==> src/sv/categorical_sampler_with_lcg_defines.svh <==
// assertion macros for the categorical sampler
`ifndef CATEGORICAL_SAMPLER_WITH_LCG_DEFINES_SVH
`define CATEGORICAL_SAMPLER_WITH_LCG_DEFINES_SVH

// same-cycle implication, disabled during reset
`define CSL_ASSERT_NOW(label, clk, rst_n, ante, cons, msg) \
    label: assert property (@(posedge clk) disable iff (!rst_n) (ante) |-> (cons)) \
        else $error(msg);

// next-cycle implication, disabled during reset
`define CSL_ASSERT_NEXT(label, clk, rst_n, ante, cons, msg) \
    label: assert property (@(posedge clk) disable iff (!rst_n) (ante) |=> (cons)) \
        else $error(msg);

`endif

==> src/sv/csl_pkg.sv <==
// shared types and constants for the categorical sampler
package csl_pkg;

    localparam logic [1:0] MODE_LOAD   = 2'd0;
    localparam logic [1:0] MODE_SAMPLE = 2'd1;
    localparam logic [1:0] MODE_SEED   = 2'd2;

    localparam logic CFG_NUM_CATEGORIES = 1'b0;
    localparam logic CFG_BASE_INDEX     = 1'b1;

    localparam int CFG_DATA_W = 8;
    localparam int NUM_CAT_W  = 5;
    localparam int BASE_W     = 8;
    localparam int CAT_W      = 9;
    localparam int PROB_W     = 16;
    localparam int SEED_W     = 32;
    localparam int KEY_W      = 30;

    localparam logic [SEED_W-1:0] LCG_MULT = 32'h278D_DE6D;
    localparam logic [NUM_CAT_W-1:0] NUM_CAT_RESET = 5'd16;

    typedef struct packed {
        logic              valid;
        logic              found;
        logic [SEED_W-1:0] rem;
    } t_token;

endpackage

==> src/sv/csl_in_if.sv <==
// input channel of the categorical sampler
interface csl_in_if;
    logic        valid;
    logic        ready;
    logic [1:0]  mode;
    logic [3:0]  bin_number;
    logic [15:0] probability;
    logic [29:0] seed_key;

    modport source (output valid, output mode, output bin_number, output probability,
                    output seed_key, input ready);
    modport sink (input valid, input mode, input bin_number, input probability,
                  input seed_key, output ready);
endinterface

==> src/sv/csl_out_if.sv <==
// result channel of the categorical sampler
interface csl_out_if;
    logic        valid;
    logic        ready;
    logic [8:0]  category;
    logic [31:0] uniform_value;
    logic        overrun;

    modport source (output valid, output category, output uniform_value, output overrun,
                    input ready);
    modport sink (input valid, input category, input uniform_value, input overrun,
                  output ready);
endinterface

==> src/sv/categorical_sampler_with_lcg.sv <==
// categorical sampler: seed generator, chain of bin cells and result register
//
// Input channel i_in takes one item per transfer. Mode load writes one bin
// probability (Q0.16) and is done at the transfer. Mode seed sets the seed to
// 4k+1 and advances it once; the block is busy until the multiply is done. Mode
// sample advances the seed, then the remainder walks a chain of MAX_CATEGORIES
// cells, one cell per cycle, and the result is registered on o_out. One sample
// is in flight at a time: the next item is taken only after the result
// transfer, so the length of the cell chain sets the time per sample. Mode
// three is taken and ignored.
// Configuration (i_cfg_we, i_cfg_idx, i_cfg_data) is to be written by the
// user while idle; the block itself does not enforce this.
// Index 0 is the number of bins in use, index 1 the base label.
// Synchronous active-low reset sets the seed to one, 16 bins in use and base
// zero; table entries are undefined until loaded. While the receiver stalls,
// the result holds on o_out and no new item is taken.
`include "categorical_sampler_with_lcg_defines.svh"

module categorical_sampler_with_lcg #(
    parameter int MAX_CATEGORIES = 16
) (
    input  logic                             i_clk,
    input  logic                             i_rst_n,
    input  logic                             i_cfg_we,
    input  logic                             i_cfg_idx,
    input  logic [csl_pkg::CFG_DATA_W-1:0]   i_cfg_data,
    csl_in_if.sink                           i_in,
    csl_out_if.source                        o_out
);
    import csl_pkg::*;

    localparam int IW = $clog2(MAX_CATEGORIES);
    localparam int CW = ($clog2(MAX_CATEGORIES + 1) > NUM_CAT_W) ?
                        $clog2(MAX_CATEGORIES + 1) : NUM_CAT_W;

    logic [NUM_CAT_W-1:0] r_num_cat;
    logic [BASE_W-1:0]    r_base;
    logic [SEED_W-1:0]    r_seed;
    logic [SEED_W-1:0]    r_mul_in;
    logic                 r_mul_go;
    logic                 r_mul_smp;
    logic                 r_launch;
    logic                 r_busy;
    logic                 r_out_valid;
    logic [CAT_W-1:0]     r_cat;
    logic                 r_over;

    logic                 w_in_acc;
    logic                 w_out_acc;
    logic [CW-1:0]        w_num_ext;
    logic [IW-1:0]        w_last;
    logic [IW-1:0]        w_final_idx;
    logic [MAX_CATEGORIES-1:0] w_tok_vld;
    logic [MAX_CATEGORIES-1:0] w_we;

    t_token               w_tok    [0:MAX_CATEGORIES];
    logic [IW-1:0]        w_chosen [0:MAX_CATEGORIES];

    assign i_in.ready = !r_busy;
    assign w_in_acc   = i_in.valid && i_in.ready;
    assign w_out_acc  = r_out_valid && o_out.ready;

    // configuration registers
    always_ff @(posedge i_clk) begin
        if (!i_rst_n) begin
            r_num_cat <= NUM_CAT_RESET;
            r_base    <= '0;
        end else if (i_cfg_we) begin
            case (i_cfg_idx)
                CFG_NUM_CATEGORIES: r_num_cat <= i_cfg_data[NUM_CAT_W-1:0];
                CFG_BASE_INDEX:     r_base    <= i_cfg_data[BASE_W-1:0];
                default:            r_base    <= r_base;
            endcase
        end
    end

    // last bin in use, clamped to the table
    assign w_num_ext = CW'(r_num_cat);
    always_comb begin
        if (w_num_ext == '0) begin
            w_last = '0;
        end else if (w_num_ext > CW'(MAX_CATEGORIES)) begin
            w_last = IW'(MAX_CATEGORIES - 1);
        end else begin
            w_last = IW'(w_num_ext - CW'(1));
        end
    end

    // seed generator: operand register, then multiply into the seed
    always_ff @(posedge i_clk) begin
        if (!i_rst_n) begin
            r_mul_go  <= 1'b0;
            r_mul_smp <= 1'b0;
            r_launch  <= 1'b0;
            r_seed    <= SEED_W'(1);
        end else begin
            r_mul_go  <= w_in_acc && ((i_in.mode == MODE_SAMPLE) || (i_in.mode == MODE_SEED));
            r_mul_smp <= w_in_acc && (i_in.mode == MODE_SAMPLE);
            r_launch  <= r_mul_go && r_mul_smp;
            if (r_mul_go) begin
                r_seed <= r_mul_in * LCG_MULT;
            end
        end
        if (w_in_acc) begin
            r_mul_in <= (i_in.mode == MODE_SEED) ? {i_in.seed_key, 2'b01} : r_seed;
        end
    end

    // busy from a seed or sample transfer until its work is done
    always_ff @(posedge i_clk) begin
        if (!i_rst_n) begin
            r_busy <= 1'b0;
        end else if (w_in_acc &&
                     ((i_in.mode == MODE_SAMPLE) || (i_in.mode == MODE_SEED))) begin
            r_busy <= 1'b1;
        end else if ((r_mul_go && !r_mul_smp) || w_out_acc) begin
            r_busy <= 1'b0;
        end
    end

    assign w_tok[0].valid = r_launch;
    assign w_tok[0].found = 1'b0;
    assign w_tok[0].rem   = r_seed;
    assign w_chosen[0]    = '0;

    genvar g;
    generate
        for (g = 0; g < MAX_CATEGORIES; g++) begin : g_cell
            assign w_we[g] = w_in_acc && (i_in.mode == MODE_LOAD) &&
                             (32'(i_in.bin_number) == g);

            csl_cell #(
                .IW  (IW),
                .IDX (g)
            ) u_cell (
                .i_clk    (i_clk),
                .i_rst_n  (i_rst_n),
                .i_we     (w_we[g]),
                .i_prob   (i_in.probability),
                .i_last   (w_last),
                .i_tok    (w_tok[g]),
                .i_chosen (w_chosen[g]),
                .o_tok    (w_tok[g+1]),
                .o_chosen (w_chosen[g+1])
            );

            assign w_tok_vld[g] = w_tok[g+1].valid;
        end
    endgenerate

    // result register
    assign w_final_idx = w_tok[MAX_CATEGORIES].found ? w_chosen[MAX_CATEGORIES] : w_last;

    always_ff @(posedge i_clk) begin
        if (!i_rst_n) begin
            r_out_valid <= 1'b0;
        end else if (w_tok[MAX_CATEGORIES].valid) begin
            r_out_valid <= 1'b1;
        end else if (w_out_acc) begin
            r_out_valid <= 1'b0;
        end
        if (w_tok[MAX_CATEGORIES].valid) begin
            r_cat  <= CAT_W'(w_final_idx) + CAT_W'(r_base);
            r_over <= !w_tok[MAX_CATEGORIES].found;
        end
    end

    assign o_out.valid         = r_out_valid;
    assign o_out.category      = r_cat;
    assign o_out.uniform_value = r_seed;
    assign o_out.overrun       = r_over;

    `CSL_ASSERT_NOW(a_one_token, i_clk, i_rst_n, 1'b1, $countones(w_tok_vld) <= 1, "more than one token in the chain")
    `CSL_ASSERT_NOW(a_no_take_while_result, i_clk, i_rst_n, r_out_valid, !i_in.ready, "input taken while a result waits")
    `CSL_ASSERT_NOW(a_no_exit_over_result, i_clk, i_rst_n, w_tok[MAX_CATEGORIES].valid, !r_out_valid, "token left chain over a pending result")
    `CSL_ASSERT_NEXT(a_seed_busy, i_clk, i_rst_n, w_in_acc && (i_in.mode == MODE_SEED), !i_in.ready && r_mul_go, "seed transfer did not start the multiply")

endmodule

==> src/sv/csl_cell.sv <==
// one bin of the walk chain: holds a probability and compares/subtracts the remainder
module csl_cell #(
    parameter int IW  = 4,
    parameter int IDX = 0
) (
    input  logic                        i_clk,
    input  logic                        i_rst_n,
    input  logic                        i_we,
    input  logic [csl_pkg::PROB_W-1:0]  i_prob,
    input  logic [IW-1:0]               i_last,
    input  csl_pkg::t_token             i_tok,
    input  logic [IW-1:0]               i_chosen,
    output csl_pkg::t_token             o_tok,
    output logic [IW-1:0]               o_chosen
);
    import csl_pkg::*;

    localparam logic [IW-1:0] MY_IDX = IW'(IDX);

    logic [PROB_W-1:0] r_prob;
    t_token            r_tok;
    t_token            n_tok;
    logic [IW-1:0]     r_chosen;
    logic [IW-1:0]     n_chosen;
    logic [SEED_W-1:0] w_p;
    logic              w_active;

    assign w_p      = {r_prob, {(SEED_W-PROB_W){1'b0}}};
    assign w_active = i_tok.valid && !i_tok.found && (MY_IDX <= i_last);

    always_comb begin
        n_tok    = i_tok;
        n_chosen = i_chosen;
        if (w_active) begin
            if (i_tok.rem < w_p) begin
                n_tok.found = 1'b1;
                n_chosen    = MY_IDX;
            end else begin
                n_tok.rem = i_tok.rem - w_p;
            end
        end
    end

    always_ff @(posedge i_clk) begin
        if (i_we) begin
            r_prob <= i_prob;
        end
    end

    always_ff @(posedge i_clk) begin
        if (!i_rst_n) begin
            r_tok.valid <= 1'b0;
        end else begin
            r_tok.valid <= n_tok.valid;
        end
        r_tok.found <= n_tok.found;
        r_tok.rem   <= n_tok.rem;
        r_chosen    <= n_chosen;
    end

    assign o_tok    = r_tok;
    assign o_chosen = r_chosen;

endmodule

==> src/flat_wrapper.sv <==
// flat-port wrapper written by rule: the top's interface ports become plain ports
module categorical_sampler_with_lcg_flat import csl_pkg::*;
#(
    parameter int MAX_CATEGORIES = 16
)
  (i_clk, i_rst_n, i_cfg_we, i_cfg_idx, i_cfg_data, i_in_valid, i_in_mode, i_in_bin_number, i_in_probability, i_in_seed_key, i_in_ready, o_out_valid, o_out_category, o_out_uniform_value, o_out_overrun, o_out_ready);
  csl_in_if i_in_i ();
  csl_out_if o_out_i ();
  input  logic i_clk;
  input  logic i_rst_n;
  input  logic i_cfg_we;
  input  logic i_cfg_idx;
  input  logic [csl_pkg::CFG_DATA_W-1:0] i_cfg_data;
  input wire logic [$bits(i_in_i.valid)-1:0] i_in_valid;
  input wire logic [$bits(i_in_i.mode)-1:0] i_in_mode;
  input wire logic [$bits(i_in_i.bin_number)-1:0] i_in_bin_number;
  input wire logic [$bits(i_in_i.probability)-1:0] i_in_probability;
  input wire logic [$bits(i_in_i.seed_key)-1:0] i_in_seed_key;
  output wire logic [$bits(i_in_i.ready)-1:0] i_in_ready;
  output wire logic [$bits(o_out_i.valid)-1:0] o_out_valid;
  output wire logic [$bits(o_out_i.category)-1:0] o_out_category;
  output wire logic [$bits(o_out_i.uniform_value)-1:0] o_out_uniform_value;
  output wire logic [$bits(o_out_i.overrun)-1:0] o_out_overrun;
  input wire logic [$bits(o_out_i.ready)-1:0] o_out_ready;
  assign i_in_i.valid = i_in_valid;
  assign i_in_i.mode = i_in_mode;
  assign i_in_i.bin_number = i_in_bin_number;
  assign i_in_i.probability = i_in_probability;
  assign i_in_i.seed_key = i_in_seed_key;
  assign i_in_ready = i_in_i.ready;
  assign o_out_valid = o_out_i.valid;
  assign o_out_category = o_out_i.category;
  assign o_out_uniform_value = o_out_i.uniform_value;
  assign o_out_overrun = o_out_i.overrun;
  assign o_out_i.ready = o_out_ready;
  categorical_sampler_with_lcg #(.MAX_CATEGORIES(MAX_CATEGORIES)) u_core (.i_clk(i_clk), .i_rst_n(i_rst_n), .i_cfg_we(i_cfg_we), .i_cfg_idx(i_cfg_idx), .i_cfg_data(i_cfg_data), .i_in(i_in_i), .o_out(o_out_i));
endmodule
==> config.mk <==
export PLATFORM = sky130hd
export DESIGN_NAME = categorical_sampler_with_lcg_flat
export DESIGN_NICKNAME = d
export VERILOG_FILES = /design/src/sv/csl_pkg.sv /design/src/sv/csl_in_if.sv /design/src/sv/csl_out_if.sv /design/src/sv/categorical_sampler_with_lcg.sv /design/src/sv/csl_cell.sv /design/src/flat_wrapper.sv
export VERILOG_INCLUDE_DIRS = /design/src /design/src/sv
export SDC_FILE = /design/constraint.sdc
export NUM_CORES = 2
export LEC_CHECK = 0
export BUFFER_PORTS_ARGS = -buffer_cell sky130_fd_sc_hd__clkbuf_2
export CAP_MARGIN = 20
export CORE_ASPECT_RATIO = 1.1
export CORE_MARGIN = 2
export CORE_UTILIZATION = 59
export DETAILED_ROUTE_END_ITERATION = 12
export GPL_TIMING_DRIVEN = 0
export PLACE_DENSITY = 0.77
export SLEW_MARGIN = 5
export SYNTH_ARGS = -nofsm -noshare
export SYNTH_HDL_FRONTEND = slang
export SYNTH_HIERARCHICAL = 1
export SYNTH_SLANG_ARGS = --single-unit
==> constraint.sdc <==
create_clock -name i_clk -period 6.8 [get_ports i_clk]
set_clock_uncertainty 0.05 [all_clocks]
set_input_delay 0 -clock i_clk [delete_from_list [all_inputs] [get_ports i_clk]]
set_output_delay 0 -clock i_clk [all_outputs]
set_load 0.01 [all_outputs]
* Yosys cells after proc, flatten, opt, wreduce, memory -nomap -nowiden *
Index checks and enable logic that the tools add are counted.

cells by class
  add/sub/neg operators = 18
  multiply operators = 1
  order comparisons = 33
  equality and inequality tests = 17
  multiplexer cells = 85
  bitwise operators = 1
  reductions and logical operators = 81

operators by type and width
  operator                count
  $mux 32                 18
  $lt 32x32->1            16
  $sub 32x32->32          16
  $mux 33                 15
  $mux 4                  31
  $logic_and 1x1->1       54
  $eq 4x4->1 const B      8
  $le 4x4->1 const A      8
  $mul 32x30->32 const B  1
  $mux 1                  21
  $logic_not 1->1         18
  $eq 4x3->1 const B      4
  $le 3x4->1 const A      4
  $add 4x8->9             1
  $eq 4x2->1 const B      2
  $le 1x4->1 const A      2
  $le 2x4->1 const A      2
  $gt 5x5->1 const B      1
  $logic_not 5->1         1
  $eq 4x1->1 const B      1
  $logic_not 4->1         1
  $reduce_and 2->1        2
  $reduce_bool 2->1       2
  $sub 4x1->4 const B     1
  5 further kinds         6

word-level totals
  bits in registers = 920
  output and inout bits = 44
  word-level logic and storage cells = 326

* Longest topological paths before layout *
  word-level depth = 6
  gate-level depth with buffers = 26
  mapped depth without buffers = 26

* By module *
Netlist, hierarchy kept.

by module, submodules not included
  module                               times used  cells an instance  area an instance (um2)  seq. area each (um2)
  categorical_sampler_with_lcg         1           1323               13804.5                 2262.2
  csl_cell (u_core.g_cell[5].u_cell)   1           225                2583.7                  1241.2
  csl_cell (u_core.g_cell[9].u_cell)   1           225                2578.7                  1241.2
  csl_cell (u_core.g_cell[6].u_cell)   1           224                2577.5                  1241.2
  csl_cell (u_core.g_cell[2].u_cell)   1           224                2570.0                  1241.2
  csl_cell (u_core.g_cell[1].u_cell)   1           219                2562.5                  1241.2
  csl_cell (u_core.g_cell[10].u_cell)  1           221                2546.2                  1241.2
  csl_cell (u_core.g_cell[7].u_cell)   1           208                2477.4                  1241.2
  csl_cell (u_core.g_cell[14].u_cell)  1           208                2438.6                  1241.2
  csl_cell (u_core.g_cell[4].u_cell)   1           208                2434.8                  1241.2
  csl_cell (u_core.g_cell[12].u_cell)  1           208                2419.8                  1241.2
  csl_cell (u_core.g_cell[3].u_cell)   1           210                2418.6                  1241.2
  csl_cell (u_core.g_cell[11].u_cell)  1           208                2408.6                  1241.2
  csl_cell (u_core.g_cell[15].u_cell)  1           207                2408.6                  1241.2
  +3 rows                              n/a         n/a                n/a                     n/a

* Worst setup path after synthesis *
No wires, ideal clock.

  kind = register -> register
  start = register u_core.r_mul_in[4]
  end = register u_core.r_seed[28], in the netlist u_core/o_out.uniform_value[28]
  data arrival time = 6668 ps
  setup slack = 17 ps
  cell stages (with the launch flop) = 27
  path buffers = 0
  clock period less this slack = 6783 ps
  cells stage by stage = edfxtp_1 > inv_1 > fa_1 > inv_1 > fa_1 > fa_1 > inv_1 > fa_1 > inv_1 > fa_1 > inv_1 > fa_1 > inv_1 > fa_1 > inv_1 > fa_1 > inv_1 > ha_1 > o21a_1 > o21ai_0 > or2_1 > a2111oi_2 > o31a_1 > o41ai_2 > xnor2_1 > mux2i_1 > nor2b_1

between the ends
  longest elaborated chain between the ends = 1

RTL lines
  element                   RTL line                             text
  start: declaration        categorical_sampler_with_lcg.sv:39   logic [SEED_W-1:0] r_mul_in;
  start signal: assignment  categorical_sampler_with_lcg.sv:105  r_mul_in <= (i_in.mode == MODE_SEED) ? {i_in.seed_key, 2'b01} : r_seed;
  $mul 32x30->32            categorical_sampler_with_lcg.sv:101  r_seed <= r_mul_in * LCG_MULT;
  end signal: assignment    categorical_sampler_with_lcg.sv:101
  end: declaration          categorical_sampler_with_lcg.sv:38   logic [SEED_W-1:0] r_seed;

No other way between the ends.
A chain may end at the register's enable or synchronous reset.

* Worst setup path in the final report *
  start = register u_core.r_mul_in[5]
  end = register u_core.r_seed[28], in the netlist u_core/o_out.uniform_value[28]

Same word-level chain as after synthesis.

==> results.sh <==
export IMPL_crit_path_top_delay_cell="fa_1"
export IMPL_min_path_type="input pin to register"
export IMPL_finalCritPeriodShare_pct=103
export IMPL_finalMaxSlewViolations=0
export IMPL_critPathLaunchType="register"
export IMPL_io_pins=110
export IMPL_path_class="register to register"
export IMPL_mappedNetlistArea_sq_mm=0.0473
export IMPL_grt_first_pass_wirelength_um=187000
export IMPL_cts_sinks=684
export IMPL_setup_viol=4
export IMPL_final_net_count=5466
export IMPL_dr_pass1_iters=6
export IMPL_hold_violations=0
export IMPL_path_clk_slew_ps=60
export IMPL_crit_path_end_kind="register"
export IMPL_num_vias=33308
export IMPL_cts_max_path_buffers=3
export IMPL_via_per_inst=5.72
export IMPL_worst_ep_required_time_ps=7300
export IMPL_drtAntennaViolNets=0
export IMPL_die_y_um=301
export IMPL_first_iter_violations=2339
export IMPL_critPathTopFamily="adder cells"
export IMPL_cts_tree="built"
export IMPL_worstSkewPairLatency_ps=630
export IMPL_cp_data_arrival_time_ps=7470
export IMPL_layout_drive_gt1_share_pct=17.8
export IMPL_rows=108
export IMPL_wl_per_cell_um=20.9
export IMPL_path_cells="inv_2 > buf_4 > fa_1 > inv_1 > fa_1 > fa_1 > inv_1 > fa_1 > inv_1 > fa_1 > ha_1 > fa_1 > fa_1 > ha_4 > a21o_1 > a21o_1 > a21oi_2 > o21ai_1 > o31a_1 > o41ai_2 > xnor2_1 > mux2i_1 > nor2b_1"
export IMPL_r2r_cells=23
export IMPL_drc=0
export IMPL_worstMarginPinSlew_ps=1090
export IMPL_drv_cap=0
export IMPL_dieArea_sq_mm=0.0825
export IMPL_period_minus_slack_ps=6970
export IMPL_gr_usage_all_layers_pct=29.7
export IMPL_syn_to_final_growth_pct=12.0
export IMPL_syn_inst=4408
export IMPL_worst_path_most_repeated_cell="fa_1"
export IMPL_whs_path_depth=4
export IMPL_setup_tns_ps=-262
export IMPL_rsz0062_at_grt="true"
export IMPL_violations="negative setup slack"
export IMPL_yosys_warnings=6
export IMPL_max_stage_delay_ps=570
export IMPL_cts_made_buffers=75
export IMPL_die_x_um=274
export IMPL_cp_num_cells=23
export IMPL_layout_setup_ws_ps=-171
export IMPL_syn_avg_cell_area_sq_um=10.7
export IMPL_path_buf_inv=5
export IMPL_initial_core_util_pct=59.8
export IMPL_wirelength_um=122000
export IMPL_fmax_mhz=143
export IMPL_antenna_found_initial=8
export IMPL_grt_max_degree=22
export IMPL_crit_fanout=5
export IMPL_grt_pass1_vias=33523
export IMPL_dp_hpwl_um=89300
export IMPL_cts_root_buf="clkbuf_16"
export IMPL_status="finished with violations"
export IMPL_place_congestion=0.950
export IMPL_cts_htree_levels=3
export IMPL_slew_headroom_pct=27.2
export IMPL_io_buffers=107
export IMPL_gr_total_overflow=0
export IMPL_core_sq_mm=0.0792
export IMPL_holdWs_ps=39.7
-- worst paths after layout --
kind                                            endpoint  slack, ps                                        start
max          u_core/o_out.uniform_value[28]$_SDFFE_PN0P_       -170                 u_core/r_mul_in[5]$_DFFE_PP_
min          u_core/g_cell[9].u_cell/r_prob[0]$_DFFE_PP_         40                           i_in_bin_number[1]
max reg2reg  u_core/o_out.uniform_value[28]$_SDFFE_PN0P_       -170                 u_core/r_mul_in[5]$_DFFE_PP_
min reg2reg  u_core/g_cell[9].u_cell/o_chosen[3]$_DFF_P_        350  u_core/g_cell[8].u_cell/o_chosen[3]$_DFF_P_
-- per-layer routing --
| layer | GRT usage (%) | wire (um) | vias up |
|---|---|---|---|
| li1 | - | - | 15795 |
| met1 | 37.8 | 50600 | 16276 |
| met4 | 11.4 | 4610 | 2 |
| met2 | 51.2 | 59200 | 996 |
| met3 | 4.03 | 7100 | 239 |
| met5 | 0 | 13 | - |
-- final cells by class --
cell class | instances | area (sq um)
flip-flops and latches | 684 | 16700
diodes | 4 | 10.0
repair buffers | 218 | 1610
plain buffers | 102 | 848
fillers | 6022 | 26200
clock buffers | 98 | 2080
well taps | 1045 | 1310
inverters | 713 | 2680
multi-input cells | 2915 | 27400
clock inverters | 40 | 377
-- repair_timing --
action	CTS	global route
hold endpoints to repair	91	0
endpoints found under the setup margin	15	13
buffers inserted	33	7
pin swaps	20	25
gates resized for setup	35	26
hold buffers	56	0
-- sequential cells by signal (all words and copies together) (netlist names), 5 cells and up --
name                           count
u_core/g_cell.u_cell/o_tok       272
u_core/g_cell.u_cell/r_prob      256
u_core/g_cell.u_cell/o_chosen     64
u_core/o_out.uniform_value        32
u_core/r_mul_in                   32
u_core/o_out.category              9
u_core/r_base                      8
u_core/r_num_cat                   5
-- tightest hold or removal path, cell delays in order --
cell and delay (ps):
clkbuf_2 110, nor2_1 60, nand2_1 240, nor2_2 130
-- through the flow --
stage	setup WS [ps]	utilization, %	std cells	cell area (sq um)
2_1_floorplan	17.3	-	4414	47300
6_report	-171	66.9	5819	53000
3_3_place_gp	-847	62.1	5566	49200
5_1_grt	-386	66.9	5815	53000
3_5_place_dp	-887	62.4	5582	49400
4_1_cts	3.46	66.7	5809	52800
-- cell usage in the layout (no fill, tap or decap), drive strengths merged, types with 25 or more instances in the layout --
master,count
dfxtp,386
and2,48
dlygate4sd3,56
ha,439
xor2,72
a211oi,51
o211ai,54
o21a,64
o21ai,152
nor2b,75
nand4,39
a21o,82
xnor2,155
fa,252
clkbuf,219
nor2,161
mux2i,54
nand3,52
nand2b,61
nand2,198
mux2,219
and3,25
buf,143
o21bai,36
a21oi,225
nor3,50
or3,26
a31oi,42
inv,719
edfxtp,298
Power is left out: the tool's default activity adds up to more than one toggle a clock period on the data nets, which glitch-free logic cannot reach.
